--- config.mk ---
export PLATFORM = sky130hd
export DESIGN_NAME = strided_tensor_slice
export DESIGN_NICKNAME = d
export VERILOG_FILES = /design/src/rtl/core/sts_pkg.sv /design/src/rtl/core/sts_cfg.sv /design/src/rtl/core/sts_axis.sv /design/src/rtl/core/sts_out.sv /design/src/rtl/core/strided_tensor_slice.sv
export SDC_FILE = /design/constraint.sdc
export NUM_CORES = 1
export LEC_CHECK = 0
export BUFFER_PORTS_ARGS = -buffer_cell sky130_fd_sc_hd__buf_2
export CORE_AREA = 4 4 218 177
export CTS_CLUSTER_SIZE = 30
export DETAILED_ROUTE_END_ITERATION = 7
export DIE_AREA = 0 0 222 181
export RECOVER_POWER = 100
export SYNTH_ARGS = -nofsm -noshare
export SYNTH_HDL_FRONTEND = slang
export SYNTH_SLANG_ARGS = --single-unit
--- constraint.sdc ---
create_clock -name i_clk -period 15.8 [get_ports i_clk]
set_input_delay 0 -clock i_clk [delete_from_list [all_inputs] [get_ports i_clk]]
set_output_delay 0 -clock i_clk [all_outputs]
set_load 0.05 [all_outputs]
--- src/rtl/core/sts_pkg.sv ---
// ----------------------------------------------------------------------------
// sts_pkg
// shared types, constants and helpers of the strided tensor slice
// ----------------------------------------------------------------------------
package sts_pkg;

    // default limits
    localparam int MAX_SIDE_DEF   = 4096;
    localparam int MAX_PLANES_DEF = 4096;
    localparam int DATA_BITS_DEF  = 32;

    // fixed field widths
    localparam int CFG_W     = 13;
    localparam int START_W   = 12;
    localparam int IDX_W     = 12;
    localparam int CFG_IDX_W = 3;

    // configuration register indexes
    typedef enum logic [CFG_IDX_W-1:0] {
        REG_IN_WIDTH   = 3'd0,
        REG_IN_HEIGHT  = 3'd1,
        REG_START_COL  = 3'd2,
        REG_STEP_COL   = 3'd3,
        REG_START_ROW  = 3'd4,
        REG_STEP_ROW   = 3'd5,
        REG_START_CHAN = 3'd6,
        REG_STEP_CHAN  = 3'd7
    } t_reg_idx;

    // per-axis counter control
    typedef struct packed {
        logic en;    // axis moves on by one position
        logic wrap;  // axis returns to zero instead of moving on
        logic clr;   // whole tensor ends, every counter returns to zero
    } t_axis_ctl;

    function automatic int max3(input int a, input int b, input int c);
        int m;
        m = (a > b) ? a : b;
        return (m > c) ? m : c;
    endfunction

    function automatic int byte_round(input int bits);
        return ((bits + 7) / 8) * 8;
    endfunction

endpackage

--- src/rtl/core/sts_cfg.sv ---
// ----------------------------------------------------------------------------
// sts_cfg
// configuration registers with size and step limiting
// ----------------------------------------------------------------------------
module sts_cfg #(
    parameter int MAX_SIDE   = sts_pkg::MAX_SIDE_DEF,
    parameter int MAX_PLANES = sts_pkg::MAX_PLANES_DEF,
    parameter int SIDE_SZ_W  = $clog2(MAX_SIDE + 1),
    parameter int PLANE_SZ_W = $clog2(MAX_PLANES + 1)
) (
    input  logic                          i_clk,
    input  logic                          i_rst_n,
    input  logic                          i_cfg_we,
    input  logic [sts_pkg::CFG_IDX_W-1:0] i_cfg_idx,
    input  logic [sts_pkg::CFG_W-1:0]     i_cfg_data,
    output logic [SIDE_SZ_W-1:0]          o_width,
    output logic [SIDE_SZ_W-1:0]          o_height,
    output logic [sts_pkg::START_W-1:0]   o_start_col,
    output logic [SIDE_SZ_W-1:0]          o_step_col,
    output logic [sts_pkg::START_W-1:0]   o_start_row,
    output logic [SIDE_SZ_W-1:0]          o_step_row,
    output logic [sts_pkg::START_W-1:0]   o_start_chan,
    output logic [PLANE_SZ_W-1:0]         o_step_chan
);
    import sts_pkg::*;

    localparam int CMP_W = max3(CFG_W, SIDE_SZ_W, PLANE_SZ_W);

    logic [CFG_W-1:0]   r_in_width, r_in_height, r_step_col, r_step_row, r_step_chan;
    logic [START_W-1:0] r_start_col, r_start_row, r_start_chan;
    logic [CMP_W-1:0]   n_width, n_height, n_step_col, n_step_row, n_step_chan;

    // zero acts as one, anything above the limit acts as the limit
    function automatic logic [CMP_W-1:0] clamp(input logic [CFG_W-1:0] v,
                                               input logic [CMP_W-1:0] lim);
        logic [CMP_W-1:0] ve;
        ve = CMP_W'(v);
        if (v == '0) begin
            return CMP_W'(1);
        end else if (ve > lim) begin
            return lim;
        end
        return ve;
    endfunction

    // register writes
    always_ff @(posedge i_clk) begin
        if (!i_rst_n) begin
            r_in_width   <= CFG_W'(1);
            r_in_height  <= CFG_W'(1);
            r_start_col  <= '0;
            r_step_col   <= CFG_W'(1);
            r_start_row  <= '0;
            r_step_row   <= CFG_W'(1);
            r_start_chan <= '0;
            r_step_chan  <= CFG_W'(1);
        end else if (i_cfg_we) begin
            unique case (t_reg_idx'(i_cfg_idx))
                REG_IN_WIDTH:   r_in_width   <= i_cfg_data;
                REG_IN_HEIGHT:  r_in_height  <= i_cfg_data;
                REG_START_COL:  r_start_col  <= i_cfg_data[START_W-1:0];
                REG_STEP_COL:   r_step_col   <= i_cfg_data;
                REG_START_ROW:  r_start_row  <= i_cfg_data[START_W-1:0];
                REG_STEP_ROW:   r_step_row   <= i_cfg_data;
                REG_START_CHAN: r_start_chan <= i_cfg_data[START_W-1:0];
                REG_STEP_CHAN:  r_step_chan  <= i_cfg_data;
                default: ;
            endcase
        end
    end

    // limited values
    always_comb begin
        n_width     = clamp(r_in_width,  CMP_W'(MAX_SIDE));
        n_height    = clamp(r_in_height, CMP_W'(MAX_SIDE));
        n_step_col  = clamp(r_step_col,  CMP_W'(MAX_SIDE));
        n_step_row  = clamp(r_step_row,  CMP_W'(MAX_SIDE));
        n_step_chan = clamp(r_step_chan, CMP_W'(MAX_PLANES));
    end

    assign o_width      = n_width[SIDE_SZ_W-1:0];
    assign o_height     = n_height[SIDE_SZ_W-1:0];
    assign o_step_col   = n_step_col[SIDE_SZ_W-1:0];
    assign o_step_row   = n_step_row[SIDE_SZ_W-1:0];
    assign o_step_chan  = n_step_chan[PLANE_SZ_W-1:0];
    assign o_start_col  = r_start_col;
    assign o_start_row  = r_start_row;
    assign o_start_chan = r_start_chan;

endmodule

--- src/rtl/core/sts_axis.sv ---
// ----------------------------------------------------------------------------
// sts_axis
// position, step phase and sliced index counters of one tensor axis
// ----------------------------------------------------------------------------
module sts_axis #(
    parameter int POS_W = 12,
    parameter int SZ_W  = 13
) (
    input  logic                        i_clk,
    input  logic                        i_rst_n,
    input  sts_pkg::t_axis_ctl          i_ctl,
    input  logic [sts_pkg::START_W-1:0] i_start,
    input  logic [SZ_W-1:0]             i_step,
    input  logic [SZ_W-1:0]             i_size,
    output logic                        o_keep,
    output logic                        o_at_end,
    output logic [sts_pkg::IDX_W-1:0]   o_idx
);
    import sts_pkg::*;

    localparam int CW = max3(POS_W + 1, SZ_W, START_W);

    logic [POS_W-1:0] r_pos, n_pos;
    logic [POS_W-1:0] r_phase, n_phase;
    logic [IDX_W-1:0] r_idx, n_idx;
    logic [CW-1:0]    pos_inc, phase_inc;
    logic             before_start;

    // keep decision and end-of-axis test
    always_comb begin
        pos_inc      = CW'(r_pos) + CW'(1);
        phase_inc    = CW'(r_phase) + CW'(1);
        before_start = CW'(r_pos) < CW'(i_start);
        o_keep       = !before_start && (r_phase == '0);
        o_at_end     = pos_inc >= CW'(i_size);
    end

    // counter update
    always_comb begin
        n_pos   = r_pos;
        n_phase = r_phase;
        n_idx   = r_idx;
        if (i_ctl.clr || (i_ctl.en && i_ctl.wrap)) begin
            n_pos   = '0;
            n_phase = '0;
            n_idx   = '0;
        end else if (i_ctl.en) begin
            n_pos = pos_inc[POS_W-1:0];
            if (o_keep) begin
                n_idx = r_idx + IDX_W'(1);
            end
            if (before_start || phase_inc >= CW'(i_step)) begin
                n_phase = '0;
            end else begin
                n_phase = phase_inc[POS_W-1:0];
            end
        end
    end

    always_ff @(posedge i_clk) begin
        if (!i_rst_n) begin
            r_pos   <= '0;
            r_phase <= '0;
            r_idx   <= '0;
        end else begin
            r_pos   <= n_pos;
            r_phase <= n_phase;
            r_idx   <= n_idx;
        end
    end

    assign o_idx = r_idx;

endmodule

--- src/rtl/core/sts_out.sv ---
// ----------------------------------------------------------------------------
// sts_out
// result register on the master side of the stream
// ----------------------------------------------------------------------------
module sts_out #(
    parameter int OUT_W = 72
) (
    input  logic             i_clk,
    input  logic             i_rst_n,
    input  logic             i_load,
    input  logic [OUT_W-1:0] i_data,
    input  logic             i_m_tready,
    output logic             o_m_tvalid,
    output logic [OUT_W-1:0] o_m_tdata,
    output logic             o_space
);
    logic             r_valid, n_valid;
    logic [OUT_W-1:0] r_data;

    // room for a word when empty or when the held word leaves now
    assign o_space = !r_valid || i_m_tready;

    always_comb begin
        n_valid = r_valid;
        if (i_load) begin
            n_valid = 1'b1;
        end else if (i_m_tready) begin
            n_valid = 1'b0;
        end
    end

    always_ff @(posedge i_clk) begin
        if (!i_rst_n) begin
            r_valid <= 1'b0;
        end else begin
            r_valid <= n_valid;
        end
    end

    // payload
    always_ff @(posedge i_clk) begin
        if (i_load) begin
            r_data <= i_data;
        end
    end

    assign o_m_tvalid = r_valid;
    assign o_m_tdata  = r_data;

endmodule

--- src/rtl/core/strided_tensor_slice.sv ---
// a kept word is registered and appears on the master side in the cycle after it is accepted
// throughput: one word per cycle; the axis counters update in the accepting cycle
// a dropped word is taken in and gives nothing; input stalls only on a full result register
// reset (synchronous, active low) clears the counters, empties the result register
// and returns the configuration to its defaults; no clearing pass is needed
// ----------------------------------------------------------------------------
// strided_tensor_slice
// streaming strided slice of a channel-height-width tensor
// ----------------------------------------------------------------------------
module strided_tensor_slice #(
    parameter int MAX_SIDE    = sts_pkg::MAX_SIDE_DEF,
    parameter int MAX_PLANES  = sts_pkg::MAX_PLANES_DEF,
    parameter int DATA_BITS   = sts_pkg::DATA_BITS_DEF,
    parameter int IN_TDATA_W  = sts_pkg::byte_round(DATA_BITS),
    parameter int OUT_TDATA_W = sts_pkg::byte_round(DATA_BITS + 3 * sts_pkg::IDX_W)
) (
    input  logic                          i_clk,
    input  logic                          i_rst_n,
    // configuration write port
    input  logic                          i_cfg_we,
    input  logic [sts_pkg::CFG_IDX_W-1:0] i_cfg_idx,
    input  logic [sts_pkg::CFG_W-1:0]     i_cfg_data,
    // slave side
    input  logic                          i_s_tvalid,
    output logic                          o_s_tready,
    input  logic [IN_TDATA_W-1:0]         i_s_tdata,   // value
    input  logic                          i_s_tlast,   // frame_last
    // master side
    output logic                          o_m_tvalid,
    input  logic                          i_m_tready,
    output logic [OUT_TDATA_W-1:0]        o_m_tdata    // kept_value, out_chan, out_row, out_col
);
    import sts_pkg::*;

    localparam int POS_W      = $clog2(MAX_SIDE);
    localparam int CPOS_W     = $clog2(MAX_PLANES);
    localparam int SIDE_SZ_W  = $clog2(MAX_SIDE + 1);
    localparam int PLANE_SZ_W = $clog2(MAX_PLANES + 1);

    logic [SIDE_SZ_W-1:0]  width, height, step_col, step_row;
    logic [PLANE_SZ_W-1:0] step_chan;
    logic [START_W-1:0]    start_col, start_row, start_chan;

    logic             accept, row_end, plane_end, frame_end;
    logic             keep_col, keep_row, keep_chan;
    logic             end_col, end_row, end_chan;
    logic [IDX_W-1:0] idx_col, idx_row, idx_chan;
    t_axis_ctl        ctl_col, ctl_row, ctl_chan;
    logic [OUT_TDATA_W-1:0] n_out;

    sts_cfg #(
        .MAX_SIDE   (MAX_SIDE),
        .MAX_PLANES (MAX_PLANES),
        .SIDE_SZ_W  (SIDE_SZ_W),
        .PLANE_SZ_W (PLANE_SZ_W)
    ) u_cfg (
        .i_clk        (i_clk),
        .i_rst_n      (i_rst_n),
        .i_cfg_we     (i_cfg_we),
        .i_cfg_idx    (i_cfg_idx),
        .i_cfg_data   (i_cfg_data),
        .o_width      (width),
        .o_height     (height),
        .o_start_col  (start_col),
        .o_step_col   (step_col),
        .o_start_row  (start_row),
        .o_step_row   (step_row),
        .o_start_chan (start_chan),
        .o_step_chan  (step_chan)
    );

    // axis sequencing: column fastest, then row, then plane
    always_comb begin
        accept    = i_s_tvalid && o_s_tready;
        row_end   = end_col;
        plane_end = row_end && end_row;
        frame_end = accept && (i_s_tlast || (plane_end && end_chan));

        ctl_col.en    = accept;
        ctl_col.wrap  = row_end;
        ctl_col.clr   = frame_end;
        ctl_row.en    = accept && row_end;
        ctl_row.wrap  = plane_end;
        ctl_row.clr   = frame_end;
        ctl_chan.en   = accept && plane_end;
        ctl_chan.wrap = 1'b0;
        ctl_chan.clr  = frame_end;
    end

    sts_axis #(.POS_W(POS_W), .SZ_W(SIDE_SZ_W)) u_col (
        .i_clk    (i_clk),
        .i_rst_n  (i_rst_n),
        .i_ctl    (ctl_col),
        .i_start  (start_col),
        .i_step   (step_col),
        .i_size   (width),
        .o_keep   (keep_col),
        .o_at_end (end_col),
        .o_idx    (idx_col)
    );

    sts_axis #(.POS_W(POS_W), .SZ_W(SIDE_SZ_W)) u_row (
        .i_clk    (i_clk),
        .i_rst_n  (i_rst_n),
        .i_ctl    (ctl_row),
        .i_start  (start_row),
        .i_step   (step_row),
        .i_size   (height),
        .o_keep   (keep_row),
        .o_at_end (end_row),
        .o_idx    (idx_row)
    );

    sts_axis #(.POS_W(CPOS_W), .SZ_W(PLANE_SZ_W)) u_chan (
        .i_clk    (i_clk),
        .i_rst_n  (i_rst_n),
        .i_ctl    (ctl_chan),
        .i_start  (start_chan),
        .i_step   (step_chan),
        .i_size   (PLANE_SZ_W'(MAX_PLANES)),
        .o_keep   (keep_chan),
        .o_at_end (end_chan),
        .o_idx    (idx_chan)
    );

    // result word, zero padded to whole bytes
    assign n_out = OUT_TDATA_W'({idx_col, idx_row, idx_chan, i_s_tdata[DATA_BITS-1:0]});

    sts_out #(.OUT_W(OUT_TDATA_W)) u_out (
        .i_clk      (i_clk),
        .i_rst_n    (i_rst_n),
        .i_load     (accept && keep_col && keep_row && keep_chan),
        .i_data     (n_out),
        .i_m_tready (i_m_tready),
        .o_m_tvalid (o_m_tvalid),
        .o_m_tdata  (o_m_tdata),
        .o_space    (o_s_tready)
    );

endmodule

==> results of run 1 <==
cells in the mapped netlist, drive strengths merged, types with 23 or more instances:
master,instances
dfxtp,210
buf,25
nor3,33
clkbuf,68
nand3,50
nand2,377
xor2,50
edfxtp,68
inv,53
ha,110
xnor2,50
a21oi,67
and3,23
a21boi,97
o21ai,26
nor4,26
nand4,31
nor2,128
worst register-to-register path: stages (launching register included):
cell	delay, ps
dfxtp_1	420
and3_1	250
and3_1	230
and3_1	240
and3_1	260
nand3_1	110
xnor2_1	150
ha_1	300
nand4_1	170
or3b_1	390
o22ai_1	230
a21o_1	480
clkbuf_1	640
nand3_1	570
or4_1	650
a21oi_1	150
registers in the layout, summed over array words and instances (netlist names), 13 cells and up:
| register | count |
|---|---|
| u_cfg.r_in_height | 13 |
| u_cfg.r_in_width | 13 |
| u_cfg.r_step_chan | 13 |
| u_cfg.r_step_col | 13 |
| u_cfg.r_step_row | 13 |
| u_out.o_m_tdata | 68 |
metal layers:
layer	global-route usage, %	up-vias	wire [um]
met5	0	-	0
met4	3.79	0	806
met3	2.60	46	1960
met2	27.0	297	15400
met1	27.8	5540	19200
li1	-	5958	-
cells by family (layout without fill, tap and decap cells):
logic type / count (synthesis) / after routing / synth area share (%)
and+or+nand+nor: 745 / 745 / 23.5
adders and majority gates: 110 / 110 / 9.55
buffers and inverters: 146 / 293 / 4.40
xor gates and xnor gates: 100 / 100 / 6.08
AOI/OAI and AO/OA: 272 / 272 / 12.7
muxes: 6 / 6 / 0.417
DFF: 278 / 278 / 43.3
other: 1 / 4 / 0.0260
where the power goes:
| group | total [mW] | internal, mW | switching [mW] |
|---|---|---|---|
| combinational | 0.266 | 0.0619 | 0.205 |
| sequential | 0.784 | 0.768 | 0.0160 |
| clock | 0.722 | 0.422 | 0.300 |
per-stage QoR:
step                      worst slack (ps)  total power [mW]
after floorplan                       8770             0.990
after global placement               11520              1.06
after detailed placement             11400              1.06
after CTS                            11370              1.80
after global routing                 10080              1.85
final                                10470              1.77
cell type report:
| cell class | count | area (um2) |
|---|---|---|
| clock buffers | 36 | 825 |
| multi-input cells | 1237 | 7530 |
| well taps | 487 | 609 |
| flip-flops and latches | 278 | 6250 |
| inverters | 53 | 199 |
| clock inverters | 21 | 195 |
| repair buffers | 183 | 1070 |
| fillers | 3567 | 19900 |
final timing paths:
path	from	endpoint	cells after the start
max	u_col.r_pos[2]$_SDFFE_PP0P_	u_row.o_idx[5]$_SDFFE_PP0P_	15
min	i_s_tvalid	u_col.r_pos[1]$_SDFFE_PP0P_	5
max reg2reg	u_col.r_pos[2]$_SDFFE_PP0P_	u_row.o_idx[5]$_SDFFE_PP0P_	15
min reg2reg	u_row.o_idx[11]$_SDFFE_PP0P_	u_out.o_m_tdata[55]$_DFFE_PP_	0
what timing repair did:
action / CTS / global route
buffers inserted: 0 / 0
hold endpoints to repair: 133 / 0
hold buffers: 48 / 0
==> summary.txt, run 1 <==
failing checks -> max-capacitance violations, max-slew violations
CP peak stage delay -> 650 ps
port buffer count -> 123
Critical Path Sink Type -> flop
top cell type's share of synthesized area -> 29.2%
first-pass GRT wire length -> 60200 um
Num CTS Buffers -> 31
Cell Area, Synth -> 14400 um2
Yosys warning total -> 0
Leak Pwr -> 6.20 nW
Max-cap violations -> 2
initial core utilization -> 39.4%
Fin. Hold Viols -> 0
drt pass-1 iters -> 7
Final ANT Viol Nets -> 0
# resized after CTS -> 0
vias in the first global route -> 10972
Cells after Synth -> 1658
Max FO, Critical Path -> 16
Setup CP Type -> flop to flop
CP delay by family, top -> simple AND/OR/NAND/NOR gates
CP most frequent cell -> and3_1
asr flop ratio synth -> 0%
RSZ-0062 raised after global routing -> false
DR vias -> 11841
GRT Util Overall -> 18.1%
synthesis-stage register bit count -> 278
Critical Path Slowest Stage Cell -> or4_1
library cells used by synthesis -> 61
clock latency at the later pin of the worst-skew pair -> 570 ps
Layout area overhead -> 15.7%
ANT cells -> 0
CTS HTree Levels -> 1
DP HPWL -> 26100 um
die area -> 40200 um2
critical path, cell by cell -> and3_1, and3_1, and3_1, and3_1, nand3_1, xnor2_1, ha_1, nand4_1, or3b_1, o22ai_1, a21o_1, clkbuf_1, nand3_1, or4_1, a21oi_1
grt ovf -> 0
fraction of layout cells with a size suffix above 1 -> 6.86%
largest net degree at the start of global routing -> 106
core footprint -> 36600 um2
Horiz. Die Dim -> 222 um
Placer Congestion -> 0.829
Reg2Reg Setup Slack -> 10470 ps
commonest cells after routing, fill and taps aside -> nand2_1, dfxtp_1, nor2_1
Sink Count -> 278
PD cells -> 106 nW/um2
drt drc -> 0
post-synthesis sequential area ratio -> 43.3%
dpl cells -> 2190
Worst EP required -> 16270 ps
Worst Setup Start Kind -> flop
post-synth top area cell -> dfxtp_1
drt wl/cell -> 16.3 um
synth top area cells -> dfxtp_1, edfxtp_1, nand2_1
Rows -> 63
dominant synthesized flop cell -> dfxtp_1
minimum clock period -> 5330 ps
Slew Viols, Final -> 82
# IOs -> 128
Avg Cell Area, Syn -> 8.69 um2
DRT iter0 DRCs -> 911
commonest non-fill, non-tap cell in the layout -> nand2_1
final worst path period share -> 33.7%
worst min path class -> primary input to flop
FMAX -> 0.188 GHz
clk_skew -> 20.3 ps
final instance area -> 16700 um2
DP Area -> 15300 um2
EDFF count, synth -> 68
status -> complete, but fails checks
Nets -> 1948
via/cell ratio -> 5.16
Hold WS -> 87.1 ps
initial antenna violation count -> 0
Util after Layout -> 45.6%
Reg clk slew, reported paths -> 60 ps
Fin Setup TNS -> 0 ps
Root Driver -> clkbuf_16
Die Ht -> 181 um
Worst Path Arrival -> 5800 ps
Final Non-Filler Cells -> 2295
Slew HR -> -145%
total wire length -> 37300 um
Bufs on Longest Clock Path -> 3
CTS tree -> built
Setup Viol. Count Final -> 0
Max IR drop VDD -> 0.0845 mV
worst path bufs/invs -> 1
Worst Max-Slew Pin Slew -> 3670 ps
(Power assumes the default switching activity.)
==> run 2, diff against run 1 <==
==> constraint.sdc (replaced) <==
create_clock -name i_clk -period 4.5 [get_ports i_clk]
set_input_delay 0 -clock i_clk [delete_from_list [all_inputs] [get_ports i_clk]]
set_output_delay 0 -clock i_clk [all_outputs]
set_load 0.05 [all_outputs]
==> run 2 against run 1 <==
Compared with the run above:
- the run still ends with max-capacitance violations, max-slew violations left
- maximum frequency up 30%
- combinational power rose to 3.6 times the previous value
- wire length down 4.7%
- total power rose to 3.5 times the previous value
- clock-buffer cell count up 13
- cell count up 0.13%
- critical path type unchanged
- highest routed layer unchanged
==> summary.txt, run 2 (synthesis results as in run 1) <==
GRT Util Overall -> 17.3% (-0.76 points)
Rows -> 63 (unchanged)
clock latency at the later pin of the worst-skew pair -> 570 ps (about the same)
Slew Viols, Final -> 178 (+120%)
cells on worst reg2reg path -> 15 (unchanged)
worst hold path depth -> 5 (unchanged)
FMAX -> 0.245 GHz (+30%)
port buffer count -> 123 (unchanged)
grt ovf -> 0 (unchanged)
commonest non-fill, non-tap cell in the layout -> nand2_1
critical path, cell by cell -> and3_1, and3_1, and3_1, and3_1, nand3_1, xnor2_1, ha_1, nand4_2, or3b_1, o22ai_2, a21o_1, buf_4, nand4_1, o31a_1, o22a_1
Worst EP required -> 4950 ps (-11320 ps)
Root Driver -> clkbuf_16
PD cells -> 374 nW/um2 (+250%)
via/cell ratio -> 5.10 (-1.2%)
Fin. Hold Viols -> 0 (unchanged)
Final ANT Viol Nets -> 0 (unchanged)
CTS HTree Levels -> 1 (unchanged)
status -> complete, but fails checks
drt wl/cell -> 15.5 um (-4.8%)
commonest cells after routing, fill and taps aside -> nand2_1, dfxtp_1, nor2_1
CP peak stage delay -> 410 ps (-240 ps)
Hold WS -> 75.0 ps (-12.1 ps)
core footprint -> 36600 um2 (unchanged)
RSZ-0062 raised after global routing -> false
drt drc -> 0 (unchanged)
Critical Path Sink Type -> flop
final worst path period share -> 90.8% (+57 points)
Largest register FFs -> 68 (unchanged)
dpl cells -> 2194 (+0.18%)
largest net degree at the start of global routing -> 69 (-35%)
Bufs on Longest Clock Path -> 3 (unchanged)
Worst Max-Slew Pin Slew -> 2030 ps (-1640 ps)
minimum clock period -> 4090 ps (-1240 ps)
Critical Path Slowest Stage Cell -> dfxtp_1
Placer Congestion -> 0.832 (+0.37%)
worst min path class -> primary input to flop
setup repair bufs after CTS -> 0 (unchanged)
CP most frequent cell -> and3_1
# IOs -> 128 (unchanged)
Max FO, Critical Path -> 15 (-1)
DRT iter0 DRCs -> 695 (-24%)
Layout area overhead -> 16.4%
vias in the first global route -> 11367 (+3.6%)
Max IR drop VDD -> 0.302 mV (+260%)
clk_skew -> 13.6 ps (-6.73 ps)
DR vias -> 11714 (-1.1%)
failing checks -> max-capacitance violations, max-slew violations
Final Non-Filler Cells -> 2298 (+0.13%)
Fin Setup TNS -> 0 ps (unchanged)
Slew HR -> -35.5% (+110 points)
Max-cap violations -> 3 (+1)
Horiz. Die Dim -> 222 um (unchanged)
Leak Pwr -> 6.24 nW (+0.61%)
Sink Count -> 278 (unchanged)
fraction of layout cells with a size suffix above 1 -> 7.02% (+0.16 points)
Util after Layout -> 45.9% (+0.26 points)
Worst Path Arrival -> 4540 ps (-1260 ps)
DP HPWL -> 25300 um (-3.4%)
total wire length -> 35600 um (-4.7%)
Die Ht -> 181 um (unchanged)
final instance area -> 16800 um2 (+0.57%)
DP Area -> 15400 um2 (+0.37%)
Reg clk slew, reported paths -> 60 ps (about the same)
Setup Viol. Count Final -> 0 (unchanged)
CTS tree -> built
Worst Setup Start Kind -> flop
initial core utilization -> 39.4% (unchanged)
die area -> 40200 um2 (unchanged)
drt pass-1 iters -> 5 (-2)
Setup CP Type -> flop to flop
Nets -> 1950 (+0.10%)
first-pass GRT wire length -> 58600 um (-2.5%)
Num CTS Buffers -> 30 (-3.2%)
initial antenna violation count -> 2 (+2)
## run 2: power breakdown
part	leakage [nW]	internal [mW]	switching, mW	total [mW]
combinational	3.39	0.239	0.726	0.965
clock	0.498	1.56	1.00	2.56
sequential	2.35	2.69	0.0551	2.75
total	6.24	4.49	1.78	6.27
## run 2: area by class of cell
| class | count | area [um2] |
|---|---|---|
| inverters | 53 | 199 |
| clock inverters | 6 | 108 |
| fillers | 3609 | 19800 |
| multi-input cells | 1237 | 7570 |
| diodes | 2 | 5.00 |
| clock buffers | 49 | 918 |
| repair buffers | 186 | 1120 |
| well taps | 487 | 609 |
| flip-flops and latches | 278 | 6250 |
## run 2: through the flow
| step | total power, mW | setup slack (ps) |
|---|---|---|
| 2_1_floorplan | 3.47 | 530 |
| 3_3_place_gp | 3.74 | 427 |
| 3_5_place_dp | 3.75 | 364 |
| 4_1_cts | 6.36 | 343 |
| 5_1_grt | 6.54 | 55.5 |
| 6_report | 6.27 | 415 |
## run 2: final timing paths
path	from	endpoint	slack, ps
worst max register to register	u_col.r_pos[2]$_SDFFE_PP0P_	u_chan.o_idx[5]$_SDFFE_PP0P_	410
worst min-delay path	i_cfg_idx[0]	u_cfg.o_start_col[2]$_SDFFE_PN0P_	70
worst min register to register	u_row.o_idx[11]$_SDFFE_PP0P_	u_out.o_m_tdata[55]$_DFFE_PP_	470
worst max-delay path	u_col.r_pos[2]$_SDFFE_PP0P_	u_chan.o_idx[5]$_SDFFE_PP0P_	410
## run 2: routing by layer
| layer | routed length (um) | global-route usage, % | share of wire (%) |
|---|---|---|---|
| met1 | 17500 | 25.0 | 49 |
| met2 | 15800 | 27.5 | 44 |
| met3 | 1530 | 2.58 | 4.3 |
| met4 | 764 | 4.12 | 2.1 |
| met5 | 0 | 0 | 0 |
## run 2: timing repair
| item | in CTS | in global routing |
|---|---|---|
| hold buffers | 47 | 0 |
| gates resized for setup | 0 | 1 |
| setup endpoints to repair | 0 | 12 |
| endpoints found under the hold margin | 134 | 0 |
## run 2: worst max-delay path, delay by kind of cell (launching register included)
family	cells	cell delay (ps)
simple gates	8	1840
compound gates	4	970
flops	1	410
fa+ha+maj	1	310
buf+inv	1	290
xor+xnor	1	150
==> run 3, diff against run 2 <==
--- a/config.mk
+++ b/config.mk
@@ -6,10 +6,13 @@
 export NUM_CORES = 1
 export LEC_CHECK = 0
 export BUFFER_PORTS_ARGS = -buffer_cell sky130_fd_sc_hd__buf_2
-export CORE_AREA = 4 4 218 177
+export CELL_PAD_IN_SITES_DETAIL_PLACEMENT = 2
+export CELL_PAD_IN_SITES_GLOBAL_PLACEMENT = 2
+export CORE_AREA = 4 4 239 194
 export CTS_CLUSTER_SIZE = 30
 export DETAILED_ROUTE_END_ITERATION = 7
-export DIE_AREA = 0 0 222 181
+export DIE_AREA = 0 0 243 198
+export PLACE_DENSITY_LB_ADDON = 0.1
 export RECOVER_POWER = 100
 export SYNTH_ARGS = -nofsm -noshare
 export SYNTH_HDL_FRONTEND = slang
==> run 3 against run 2 <==
Compared with the run above:
- the run still ends with max-capacitance violations, max-slew violations left
- total power up 6.8%
- critical path type unchanged
- sequential share of layout area down 0.58 points
- via count up 4.9%
- wire length up 33%
- critical endpoint is now u_chan.r_phase[4]$_SDFFE_PP0P_
- worst setup slack worse by 24 ps
- core utilization down 7.2 points
==> summary.txt, run 3 (synthesis results as in run 1) <==
status -> complete, but fails checks
failing checks -> max-capacitance violations, max-slew violations
DP Area -> 15500 um2 (+0.85%)
Worst Setup Start Kind -> flop
Largest register FFs -> 68 (unchanged)
Final ANT Viol Nets -> 0 (unchanged)
vias in the first global route -> 13090 (+15%)
Leak Pwr -> 6.33 nW (+1.5%)
commonest non-fill, non-tap cell in the layout -> nand2_1
Worst Max-Slew Pin Slew -> 2950 ps (+918 ps)
CP endpoint -> u_chan.r_phase[4]$_SDFFE_PP0P_
Setup CP Type -> flop to flop
# IOs -> 128 (unchanged)
GR Util met1 -> 27.3% (+2.3 points)
CTS tree -> built
drt drc -> 0 (unchanged)
worst min path class -> primary input to flop
core footprint -> 44000 um2 (+20%)
Fin. Hold Viols -> 0 (unchanged)
CTS HTree Levels -> 2 (+1)
Reg2Reg Setup Slack -> 390 ps (-20 ps)
via/cell ratio -> 5.14 (+0.85%)
Worst R2R End -> u_chan.r_phase[4]$_SDFFE_PP0P_
Util after Layout -> 38.7% (-7.2 points)
Tot Pwr -> 6.70 mW (+6.8%)
cells on worst reg2reg path -> 15 (unchanged)
CP startpoint -> u_row.r_pos[0]$_SDFFE_PP0P_
PD cells -> 393 nW/um2 (+5.2%)
port buffer count -> 123 (unchanged)
GRT met3 Usage -> 2.80% (+0.22 points)
Die Ht -> 198 um (+9.4%)
largest net degree at the start of global routing -> 80 (+16%)
Nets -> 1960 (+0.51%)
Num CTS Buffers -> 35 (+17%)
final instance area -> 17000 um2 (+1.6%)
Filler cells -> 4964 (+38%)
die area -> 48100 um2 (+20%)
Worst Path Arrival -> 4510 ps (-30 ps)
drt wl/cell -> 19.9 um (+28%)
DRT iter0 DRCs -> 457 (-34%)
Critical Path Sink Type -> flop
Horiz. Die Dim -> 243 um (+9.5%)
GRT Util Overall -> 19.5% (+2.2 points)
# resized after CTS -> 0 (unchanged)
grt peak-use layer -> met2
FF+latch area -> 6250 um2 (unchanged)
grt met2 use -> 32.2% (+4.7 points)
commonest cells after routing, fill and taps aside -> nand2_1, dfxtp_1, nor2_1
Rows -> 69 (+9.5%)
minimum clock period -> 4110 ps (+24.3 ps)
setup repair bufs after CTS -> 0 (unchanged)
DR vias -> 12292 (+4.9%)
Reg clk slew, reported paths -> 60 ps (about the same)
Worst EP required -> 4900 ps (-50 ps)
Slew Viols, Final -> 80 (-55%)
Placer Congestion -> 0.753 (-9.5%)
drt pass-1 iters -> 4 (-1)
RSZ-0062 raised after global routing -> false
Sink Count -> 278 (unchanged)
final worst path period share -> 91.3% (+0.54 points)
DP HPWL -> 33800 um (+34%)
Root Driver -> clkbuf_16
Max FO, Critical Path -> 12 (-3)
initial core utilization -> 32.7% (-6.7 points)
clock latency at the later pin of the worst-skew pair -> 560 ps (about the same)
Max-cap violations -> 2 (-1)
Layout area overhead -> 18.2%
grt ovf -> 0 (unchanged)
first-pass GRT wire length -> 74700 um (+27%)
total wire length -> 47500 um (+33%)
worst hold start -> i_m_tready
Max IR drop VDD -> 0.242 mV (-20%)
Setup Viol. Count Final -> 0 (unchanged)
Bufs on Longest Clock Path -> 3 (unchanged)
clk_skew -> 30.2 ps (+16.6 ps)
RR Startpoint -> u_row.r_pos[0]$_SDFFE_PP0P_
FMAX -> 0.243 GHz (-0.59%)
initial antenna violation count -> 2 (unchanged)
Slew HR -> -96.7% (-61 points)
multi-input logic area -> 7560 um2 (-0.15%)
Fin Setup TNS -> 0 ps (unchanged)
fraction of layout cells with a size suffix above 1 -> 7.41% (+0.39 points)
run 3: cell count changes in the layout (fill, tap and decap cells not counted), moves of 3 or more:
cell       before  now
clkbuf_16      32   37
clkinv_1        0    5
clkinv_2        2    7
clkbuf_8        5    1
buf_2          51   48
buf_4          10   13
run 3: layer usage:
layer / vias to the layer above / routed length [um]
met5: - / 0
li1: 5979 / -
met1: 6118 / 23300
met4: 0 / 683
met2: 149 / 21900
met3: 46 / 1610
run 3: how the worst min path moves through the flow:
stage	to	slack [ps]	cells past startpoint
6_report	u_out.o_m_tvalid$_SDFFE_PN0P_	40	3
5_1_grt	u_out.o_m_tvalid$_SDFFE_PN0P_	80	3
4_1_cts	u_out.o_m_tvalid$_SDFFE_PN0P_	20	3
3_5_place_dp	u_out.o_m_tdata[5]$_DFFE_PP_	180	1
3_3_place_gp	u_out.o_m_tdata[14]$_DFFE_PP_	180	1
2_1_floorplan	u_out.o_m_tdata[0]$_DFFE_PP_	100	0
run 3: power breakdown:
part           switching (mW)  internal [mW]  total [mW]
Combinational           0.777          0.249        1.03
Sequential             0.0632           2.69        2.75
Clock                    1.17           1.75        2.92
run 3: area by class of cell:
class                           count  area share, %
Timing Repair Buffer              191           6.74
Sequential cell                   278           36.7
Tap cell                          568           4.17
Inverter                           53           1.17
Antenna cell                        1         0.0147
Multi-Input combinational cell   1237           44.4
Clock inverter                     20           1.26
Clock buffer                       43           5.63
run 3: repair_timing:
item	4_1_cts	5_1_grt
endpoints found under the hold margin	134	0
setup endpoints to repair	0	1
hold buffers	48	0
run 3: critical path, stage by stage, from the launching register on:
cell	delay (ps)
dfxtp_1	450
nand3_1	190
or2_2	370
nor2_1	220
and3_1	310
nand3_1	130
xnor2_1	170
ha_1	350
a21oi_1	210
nand2_1	80
a221oi_1	400
and2_1	470
nor4_1	120
buf_4	220
a22oi_1	200
nor2_1	70
run 3: through the flow:
step	worst slack [ps]	hold slack, ps	instances
after CTS	343	23.1	2390
after global placement	543	176	2279
final	391	44.2	2391
after detailed placement	360	179	2279
after floorplan	530	98.9	1661
after global routing	12.1	77.0	2390
